--- config.mk ---
export PLATFORM = sky130hd
export DESIGN_NAME = bsrm_store_tbl
export DESIGN_NICKNAME = d
export VERILOG_FILES = /design/src/bsrm_pkg.sv /design/src/bsrm_store_tbl.sv
export SDC_FILE = /design/constraint.sdc
export NUM_CORES = 1
export LEC_CHECK = 0
export ABC_AREA = 1
export BUFFER_PORTS_ARGS = -buffer_cell sky130_fd_sc_hd__buf_4
export CAP_MARGIN = 20
export CORE_ASPECT_RATIO = 2
export CORE_UTILIZATION = 56
export DETAILED_ROUTE_END_ITERATION = 12
export GPL_TIMING_DRIVEN = 0
export PLACE_DENSITY = 0.73
export SETUP_SLACK_MARGIN = 0.15
export SKIP_LAST_GASP = 1
export SLEW_MARGIN = 20
export SYNTH_ARGS = -nofsm -noshare
export SYNTH_HDL_FRONTEND = slang
export SYNTH_SLANG_ARGS = --single-unit
export TNS_END_PERCENT = 30
--- constraint.sdc ---
create_clock -name clk_i -period 2 [get_ports clk_i]
set_clock_uncertainty 0.05 [all_clocks]
set_input_delay 0.2 -clock clk_i [delete_from_list [all_inputs] [get_ports clk_i]]
set_output_delay 0.2 -clock clk_i [all_outputs]
set_load 0.02 [all_outputs]
--- src/bsrm_pkg.sv ---
package bsrm_pkg;

  typedef enum logic [2:0] {
    OP_ALLOC  = 3'd0,
    OP_FREE   = 3'd1,
    OP_MAP    = 3'd2,
    OP_LOOKUP = 3'd3,
    OP_UNMAP  = 3'd4
  } op_e;

  typedef enum logic [2:0] {
    ST_INIT,
    ST_IDLE,
    ST_EXEC,
    ST_ALLOC,
    ST_SCAN,
    ST_WIPE
  } state_e;

  localparam int PageShift = 12;
  localparam int VpW       = 20;
  localparam int PagesW    = 9;
  localparam int ShareW    = 7;
  localparam logic [ShareW-1:0] ShareMax = 7'd127;

  typedef struct packed {
    logic              valid;
    logic [VpW-1:0]    base;
    logic [PagesW-1:0] pages;
  } range_t;

  localparam range_t RangeReset = '{valid: 1'b0, base: 20'hFFFFF, pages: 9'd0};

  typedef struct packed {
    logic              in_use;
    logic [ShareW-1:0] share;
  } store_t;

  typedef struct packed {
    logic   en;
    store_t data;
  } store_wr_t;

endpackage

--- src/bsrm_store_tbl.sv ---
module bsrm_store_tbl #(
  parameter int NUM_STORES = 16,
  parameter int SW         = 4
) (
  input  logic                 clk_i,
  input  logic                 rst_ni,
  input  bsrm_pkg::store_wr_t  wr_i,
  input  logic [SW-1:0]        widx_i,
  input  logic [SW-1:0]        ridx_i,
  output bsrm_pkg::store_t     rdata_o
);

  bsrm_pkg::store_t tbl_q [NUM_STORES];

  always_ff @(posedge clk_i or negedge rst_ni) begin
    if (!rst_ni) begin
      for (int i = 0; i < NUM_STORES; i++) begin
        tbl_q[i] <= '0;
      end
    end else if (wr_i.en && (32'(widx_i) < NUM_STORES)) begin
      tbl_q[widx_i] <= wr_i.data;
    end
  end

  assign rdata_o = (32'(ridx_i) < NUM_STORES) ? tbl_q[ridx_i] : '0;

endmodule

==> results of run 1 <==
## layout by cell type (no fill, tap or decap), drive strengths merged, types with 6 or more instances in the layout
master	synthesis	routed
nand2	271	271
inv	138	141
o21ai	129	129
dfrtp	128	128
nand3	117	117
clkbuf	26	45
buf	24	39
nor2	11	11
clkinv	1	6
## layer usage
metal  vias up  global-route usage (%)
li1       2709                       -
met1      2703                    38.9
met2       225                    60.0
met3        73                    5.39
met4         0                    27.0
met5         -                       0
## cells by family (layout without fill, tap and decap cells)
family	count (synthesis)	count (layout)
flops	128	128
simple gates	404	404
compound gates	129	129
buf+inv	189	236
## timing repair
action,in CTS,in global routing
setup endpoints to repair,8,8
hold endpoints to repair,69,0
gates resized for setup,21,6
hold buffers,1,0
## critical path, stage by stage
cell      delay, ps
clkbuf_2        150
inv_1           170
clkbuf_2        320
nand3_1         150
nand3_1         140
nand3_1         170
nand2_1         140
buf_4           150
## path summary, 6_finish.rpt
kind	from	to	slack, ps	depth (start not counted)
hold reg to reg	tbl_q[62]	tbl_q[62]	430	2
min in group asynchronous	rst_ni	tbl_q[71]	310	2
setup reg to reg	tbl_q[68]	tbl_q[68]	1240	2
hold / removal	widx_i[0]	tbl_q[72]	90	4
setup / recovery	ridx_i[1]	rdata_o[5]	170	8
max in group asynchronous	rst_ni	tbl_q[10]	860	3
## area by class of cell
type	count	share of cell area, %
multi-input combinational	533	32.5
buffer	50	3.32
sequential	128	44.3
clock buffer	19	6.27
inverter	139	7.24
tap	140	2.42
timing repair buffer	16	2.03
clock inverter	12	1.85
## metrics by stage
stage | setup TNS, ps | setup WS, ps | area (um^2) | power [W]
3_5_place_dp | -211 | -135 | 6580 | 0.00484
2_1_floorplan | 0 | 590 | 6270 | 0.00433
5_1_grt | 0 | 147 | 7230 | 0.00829
4_1_cts | 0 | 128 | 7210 | 0.00793
6_report | 0 | 172 | 7230 | 0.00793
3_3_place_gp | -371 | -155 | 6550 | 0.00477
## power breakdown
part,switching [W],internal (W)
clock,0.00119,0.00190
combinational,0.000961,0.000492
sequential,0.000225,0.00316
total,0.00238,0.00555
==> summary.txt, run 1 <==
Status
  • Run status: completed

Final layout
  • Finished Core Util: between 60% and 70%
  • Filler instances: 965
  • Layout Cells excl Fill: just over 1000
  • ANT cells: 0
  • Storage element area: around 3200 um^2
  • Most flop-heavy register: tbl_q
  • Synth-to-Final Area Change: 15.2%
  • Area of the multi-input gates: around 2400 um^2
  • Max FFs per register: around 130
  • # nets final: ~900
  • Share of cells above drive strength 1: under 10%
  • Biggest regs: tbl_q: 128 flops

Timing
  • Max Fclk: between 500 and 600 MHz
  • Setup Viol. Count Final: 0
  • Worst-Margin Slew: approximately 760 ps
  • Fin crit period: 1830 ps
  • Slew Limit Fails: 0
  • Worst slew margin: between 40% and 50%
  • Fin crit share: around nine tenths
  • Worst hold slack: around 90 ps
  • RSZ-0062 raised after global routing: yes
  • Final hold violations: 0

CTS
  • Clk Latency, worst-skew pair: approximately 420 ps
  • Clk pin slew, worst setup/hold paths: 60 ps
  • Number of CTS-inserted buffers: 17
  • Clk buf depth: 2
  • Root Driver: clkbuf_16
  • CTS tree: done
  • Clk sinks: roughly 130
  • H-Tree Level Count: 4
  • Post-CTS setup buffers: 0

Yosys
  • Mux cell area share after synthesis: 0%
  • Compound-Gate Fraction of Synth Area: around a tenth
  • Avg Inst Size Synth: ~7.4 um^2
  • Synth Net Count: between 800 and 900
  • Biggest area consumer among synthesized cells: dfrtp_1
  • Xor and xnor area share after synthesis: 0%
  • Synth unique cells: 14
  • Ys async rst share: 100%
  • Yosys top cell area share: between 50 and 60%
  • Count of state elements after synthesis: roughly 130
  • Mapped Cells: 850
  • Post-synth EDFFs: 0
  • Simple-gate share of the synthesized area: about 27%
  • Post-synth top cells: nand2_1 (271), inv_1 (138), o21ai_0 (129)
  • Ys Warns: 0
  • Largest family of logic cells by synthesized area: simple AND/OR/NAND/NOR gates
  • Synth top area cells: dfrtp_1 (51%), nand2_1 (16%), o21ai_0 (10%)
  • Synth Cell Area: roughly 6300 um^2
  • Sequential area share after synthesis: a little over 50%
  • Most common cell in the netlist: nand2_1
  • Adder-cell share of the synthesized area: 0%
  • Top_reg_cell synth: dfrtp_1

Pwr
  • Power Dens Cells: between 1000 and 1500 nW/um^2
  • Worst VDD drop: between 0.0008 and 0.0009 V
  • LEAKAGE: 3.70 nW

Worst setup path
  • Req. time, crit path: between 1500 and 2000 ps
  • Crit Path Class: input pin to output pin
  • Critical Path End Type: output pin
  • Crit-path max FO: 10
  • CP Data Arrival Time: ~1600 ps
  • Critical Path Source Type: input pin

Route
  • Final antenna-violating net count: 0
  • DR top layer: met4
  • Via/cell ratio: about 5.5
  • Met2 routed WL: between 9000 and 10000 um
  • # DRC: 0
  • First-pass iteration count of the detailed router: 7
  • Final wirelength: between 15000 and 20000 um
  • Met1 WL: roughly 7400 um
  • DR WL/cell: 18.5 um
  • Initial DRC Count: between 300 and 400
  • DR WL met3: ~1000 um
  • Via count: 5710

Placed design
  • DP Cell Count: roughly 1000
  • Gpl congestion: roughly 0.99
  • DP HPWL: 14000 um
  • Port bufs: 14

GRT
  • Total track usage: between 30% and 40%
  • Largest net degree at the start of global routing: a little over 70
  • Initial antenna violation count: 0
  • Vias in the first global route: around 5600
  • First-pass GRT wire length: 29800 um
  • Gr ovfl total: 0

Hold path
  • Worst min path class: input pin to flop

Job
  • Max cap viols: 0

Die
  • Site Rows: 54
  • Die Area: between 10000 and 15000 um^2
  • Core outline area: 10900 um^2
  • Die height: approximately 150 um
  • Starting Density: 57.6%
  • I/O pin cnt: 27
  • Die Width: just under 80 um
Power figures use the tool's default switching activity.
==> inputs of run 2 (changes only) <==
Settings changed: CORE_ASPECT_RATIO 2 to default.
==> run 2 against run 1 <==
Net effect:
- clock power is 4% higher
- final area is 3.0% higher
- critical path depth is 2 lower
- flip-flop and latch count stayed put
- global-route usage is 1.0 points higher
- register-to-register slack worse by 190 ps
- largest cell class unchanged
==> summary.txt, run 2 (synthesized netlist as in run 1, its figures left out) <==
Final layout
  • Most frequent cells in the layout: nand2_1 (267), inv_1 (133), o21ai_0 (128), dfrtp_1 (128), nand3_1 (86)
  • # nets final: around 910
  • Finished Core Util: approximately 70%
  • ANT cells: 0
  • Finished Cell Area: 7440 um^2
  • Synth-to-Final Area Change: 18.7%
  • Biggest regs: tbl_q: 128 flops
  • Share of cells above drive strength 1: roughly 14%
  • Filler instances: ~900
  • Layout Cells excl Fill: ~1000
  • Max FFs per register: ~130
  • Most flop-heavy register: tbl_q
  • Commonest non-fill, non-tap cell in the layout: nand2_1

Worst setup path
  • Crit-path max FO: 2
  • Depth of the worst register-to-register path: 4
  • Critical Path End Type: output pin
  • Req. time, crit path: 1750 ps
  • Crit Path Class: flop to output pin
  • Critical Path Source Type: flop
  • CP Data Arrival Time: around 1600 ps

Timing
  • Max Fclk: between 500 and 600 MHz
  • Setup ws final: between 100 and 150 ps
  • Worst slew margin: between 50% and 60%
  • Worst-Margin Slew: just under 700 ps
  • Setup TNS: 0 ps
  • Final hold violations: 0
  • RSZ-0062 raised after global routing: yes
  • Slew Limit Fails: 0
  • Setup Viol. Count Final: 0
  • Fin crit period: 1890 ps
  • Fin crit share: 94.6%

GRT
  • Total track usage: between 30% and 40%
  • Gr ovfl total: 0
  • First-pass GRT wire length: 30200 um
  • Vias in the first global route: approximately 5500
  • Largest net degree at the start of global routing: between 60 and 70
  • Initial antenna violation count: 0

Placed design
  • Placed inst area: about 6600 um^2
  • Place WS: around 8 ps
  • Gpl congestion: ~0.94
  • Port bufs: 14
  • DP Cell Count: 1005
  • DP HPWL: 13200 um

Route
  • First-pass iteration count of the detailed router: 7
  • Final antenna-violating net count: 0
  • DR WL/cell: around 19 um
  • Via/cell ratio: 5.57
  • Initial DRC Count: around 610
  • Via count: 5807
  • Final wirelength: around 19000 um
  • # DRC: 0

Pwr
  • Worst VDD drop: 0.000710 V
  • Combinational Power Share: roughly a fifth
  • Switching share of total power: approximately 30%
  • Seq pwr share: 41.7%
  • NetSw: approximately 0.0024 W
  • Clk network pwr share: a little under 40%
  • LEAKAGE: 3.77 nW
  • Power Dens Cells: roughly 1100 nW/um^2
  • Int Pwr: ~0.0057 W

Die
  • Core outline area: 10900 um^2
  • Starting Density: 57.6%
  • Die Width: 108 um
  • Site Rows: 38
  • Die Area: between 10000 and 15000 um^2
  • Die height: roughly 110 um
  • I/O pin cnt: 27

CTS
  • CTS tree: done
  • Root Driver: clkbuf_8
  • Clk Latency, worst-skew pair: 530 ps
  • Number of CTS-inserted buffers: 17
  • Clk sinks: 128
  • Clk buf depth: 2
  • Clk pin slew, worst setup/hold paths: ~60 ps
  • H-Tree Level Count: 4

Hold path
  • Worst min path class: input pin to flop
  • Hold path depth: 3

Status
  • Run status: completed

Job
  • Max cap viols: 0
run 2: cell count changes in the layout (fill, tap and decap cells not counted), moves of 3 or more:
cell / before / now
nand3_2: 2 / 31
nand2_1: 271 / 267
inv_1: 138 / 133
nand3_1: 115 / 86
inv_6: 3 / 0
nand2_2: 0 / 4
inv_2: 0 / 6
buf_4: 17 / 14
run 2: what timing repair did:
item                                   CTS  global route
pin swaps                                9             6
setup endpoints to repair                8             8
endpoints found under the hold margin   73             0
setup buffers                            2             1
resized for setup                       39            25
hold buffers                             3             0
run 2: power groups by stage:
stage / combinational, W / clock, W / sequential, W
finish: 0.00154 / 0.00321 / 0.00340
floorplan: 0.000971 / 0 / 0.00336
global placement: 0.00134 / 0 / 0.00341
detailed placement: 0.00141 / 0 / 0.00343
CTS: 0.00149 / 0.00321 / 0.00339
global route: 0.00173 / 0.00332 / 0.00346
run 2: metrics by stage:
stage,hold slack (ps),power [W]
detailed placement,181,0.00484
CTS,87.5,0.00809
finish,119,0.00815
global route,112,0.00851
floorplan,-146,0.00433
global placement,408,0.00475
run 2: metal layers:
metal | routed length, um | vias to the layer above | global-route usage (%) | part of all wire [%]
met5 | 0 | - | 0 | 0
met2 | 8600 | 287 | 54.5 | 44
met3 | 1610 | 58 | 8.60 | 8.3
met1 | 8270 | 2735 | 48.0 | 43
li1 | - | 2727 | - | -
met4 | 859 | 0 | 19.2 | 4.4
run 2: area by class of cell:
type | count | area (um^2) | area share [%]
multi-input cells | 533 | 2510 | 33.7
repair buffers | 21 | 196 | 2.64
well taps | 140 | 175 | 2.35
flip-flops and latches | 128 | 3200 | 43.0
inverters | 139 | 522 | 7.01
clock buffers | 17 | 414 | 5.56
plain buffers | 50 | 230 | 3.09
clock inverters | 14 | 193 | 2.59
run 2: final timing paths:
check                      slack (ps)       start          to
max                               110   tbl_q[90]  rdata_o[2]
min                               120     wr_i[3]   tbl_q[11]
max reg2reg                      1050   tbl_q[90]   tbl_q[90]
min reg2reg                       440  tbl_q[120]  tbl_q[120]
max in group asynchronous        1000      rst_ni    tbl_q[4]
min in group asynchronous         170      rst_ni   tbl_q[71]
run 2: critical path: stages, from the launching register on:
cell and delay (ps):
dfrtp_1 380, or2_4 230, nand3_2 60, nand3_2 100, nand3_2 110, nand2_2 80, buf_6 140
==> inputs of run 3 (changes only) <==
Settings changed: PLACE_DENSITY 0.73 to default, PLACE_DENSITY_LB_ADDON from default to 0.1.
==> run 3 against run 2 <==
Net effect:
- sequential share of layout area shrank 0.70 points
- global-route usage decreased by 0.92 points
- critical path depth is the same
- worst setup slack improved by 27 ps
- combinational power is 4% higher
- wire length fell by 0.24%
- hold slack got worse by 20 ps
- critical endpoint unchanged
- flip-flop and latch count unchanged
- cell count rose by 0.19%
==> summary.txt, run 3 (synthesized netlist as in run 1, its figures left out) <==
Status
  • Run status: completed

Placed design
  • Port bufs: 14
  • DP HPWL: 13100 um
  • Gpl congestion: around 0.94
  • Place WS: -10.6 ps
  • DP Cell Count: approximately 1000

Timing
  • Setup ws final: around 130 ps
  • Setup Viol. Count Final: 0
  • Worst-Margin Slew: 724 ps
  • Fin crit share: between 90% and 100%
  • RSZ-0062 raised after global routing: yes
  • Max Fclk: approximately 540 MHz
  • Worst slew margin: between 50% and 60%
  • Slew Limit Fails: 0
  • Final hold violations: 0
  • Fin crit period: roughly 1900 ps
  • Setup TNS: 0 ps

Worst setup path
  • Crit Path Class: flop to output pin
  • Buf+Inv Stages, Crit Path: 1
  • Critical Path End Type: output pin
  • Max stage delay on crit path: ~380 ps
  • Req. time, crit path: 1750 ps
  • Crit-path slowest cell: dfrtp_1
  • Crit-path max FO: 2
  • Most common cell type on the critical path: nand3_2
  • Critical path cell sequence: or2_4 -> nand3_2 -> nand3_2 -> nand3_2 -> nand2_2 -> buf_6
  • Critical Path Source Type: flop
  • CP Data Arrival Time: 1620 ps
  • CP top delay family: simple AND/OR/NAND/NOR gates

GRT
  • First-pass GRT wire length: 29300 um
  • Largest net degree at the start of global routing: 70
  • Total track usage: 35.2%
  • Gr ovfl total: 0
  • Vias in the first global route: roughly 5500
  • Initial antenna violation count: 0

Route
  • DR WL/cell: between 15 and 20 um
  • Initial DRC Count: about 630
  • Via count: just under 6000
  • # DRC: 0
  • Final antenna-violating net count: 0
  • Final wirelength: 19300 um
  • First-pass iteration count of the detailed router: 6
  • Via/cell ratio: between 5 and 6

Pwr
  • LEAKAGE: about 3.8 nW
  • Switching share of total power: between 20 and 30%
  • Clk network pwr share: between 30 and 40%
  • Power Dens Cells: around 1000 nW/um^2
  • NetSw: roughly 0.0024 W
  • Int Pwr: between 0.005 and 0.006 W
  • Combinational Power Share: 20.2%
  • Worst VDD drop: approximately 0.0008 V
  • Seq pwr share: between 40% and 50%

CTS
  • Clk pin slew, worst setup/hold paths: ~60 ps
  • H-Tree Level Count: 4
  • Clk Latency, worst-skew pair: ~530 ps
  • Root Driver: clkbuf_8
  • Number of CTS-inserted buffers: 17
  • CTS tree: done
  • Clk buf depth: 2
  • Clk sinks: 128

Final layout
  • Most frequent cells in the layout: nand2_1 (262), inv_1 (133), o21ai_0 (128), dfrtp_1 (128), nand3_1 (60)
  • Biggest regs: tbl_q: 128 flops
  • Most flop-heavy register: tbl_q
  • Finished Core Util: between 60% and 70%
  • Synth-to-Final Area Change: 20.7%
  • ANT cells: 0
  • Max FFs per register: about 130
  • # nets final: between 900 and 1000
  • Share of cells above drive strength 1: between 10% and 20%
  • Commonest non-fill, non-tap cell in the layout: nand2_1
  • Layout Cells excl Fill: approximately 1000

Die
  • Die Width: between 100 and 150 um
  • Site Rows: 38
  • Starting Density: 57.6%
  • Die height: between 100 and 150 um
  • Core outline area: about 11000 um^2
  • Die Area: between 10000 and 15000 um^2
  • I/O pin cnt: 27

Hold path
  • Worst min path class: input pin to flop

Job
  • Max cap viols: 0
[run 3: cell count changes in the layout (fill, tap and decap cells not counted), sizes merged]
| cell | change |
|---|---|
| buf | +2 |
| bufinv | -3 |
| clkbuf | +10 |
| clkinv | -5 |
| clkinvlp | -2 |
[run 3: power by group through the flow]
stage               Clock [W]  Combinational, W  Sequential (W)
floorplan                   0          0.000971         0.00336
CTS                   0.00294           0.00148         0.00339
finish                0.00294           0.00160         0.00340
detailed placement          0           0.00140         0.00343
global placement            0           0.00135         0.00341
global route          0.00305           0.00180         0.00346
[run 3: through the flow]
step | instance area, um^2 | hold WS (ps) | total power (W)
finish | 7570 | 98.5 | 0.00794
global route | 7570 | 127 | 0.00831
CTS | 7330 | 86.5 | 0.00781
detailed placement | 6580 | 163 | 0.00483
global placement | 6550 | 414 | 0.00475
floorplan | 6270 | -146 | 0.00433
[run 3: worst paths after layout]
check	start	to	slack, ps	cells past startpoint
min in group asynchronous	rst_ni	tbl_q[64]	160	2
min	wr_i[6]	tbl_q[14]	100	3
max	tbl_q[90]	rdata_o[2]	130	6
max reg2reg	tbl_q[90]	tbl_q[90]	1060	4
min reg2reg	tbl_q[4]	tbl_q[4]	430	2
max in group asynchronous	rst_ni	tbl_q[5]	1000	3
[run 3: per-layer routing]
| layer | vias to the layer above | global-route usage [%] | part of all wire (%) |
|---|---|---|---|
| li1 | 2724 | - | - |
| met2 | 310 | 53.3 | 45 |
| met1 | 2765 | 47.8 | 43 |
| met4 | 0 | 18.0 | 4.3 |
| met5 | - | 0 | 0 |
| met3 | 61 | 7.14 | 7.8 |
[run 3: what timing repair did]
item	in CTS	in global routing
setup endpoints to repair	8	8
endpoints found under the hold margin	69	0
hold buffers	3	0
buffers inserted	1	3
gates resized for setup	42	63
pin swaps	10	14
[run 3: worst reg2reg max path, stage by stage (launching register included)]
cell and delay, ps:
dfrtp_1 380, buf_4 130, buf_4 120, nand2_1 50, o21ai_0 80
[run 3: final cells by class]
class	instances	area (um^2)
timing repair buffer	22	204
inverter	139	522
clock inverter	4	47.5
tap	140	175
fill	895	3320
clock buffer	28	515
sequential	128	3200
buffer	50	239
multi-input combinational	533	2660
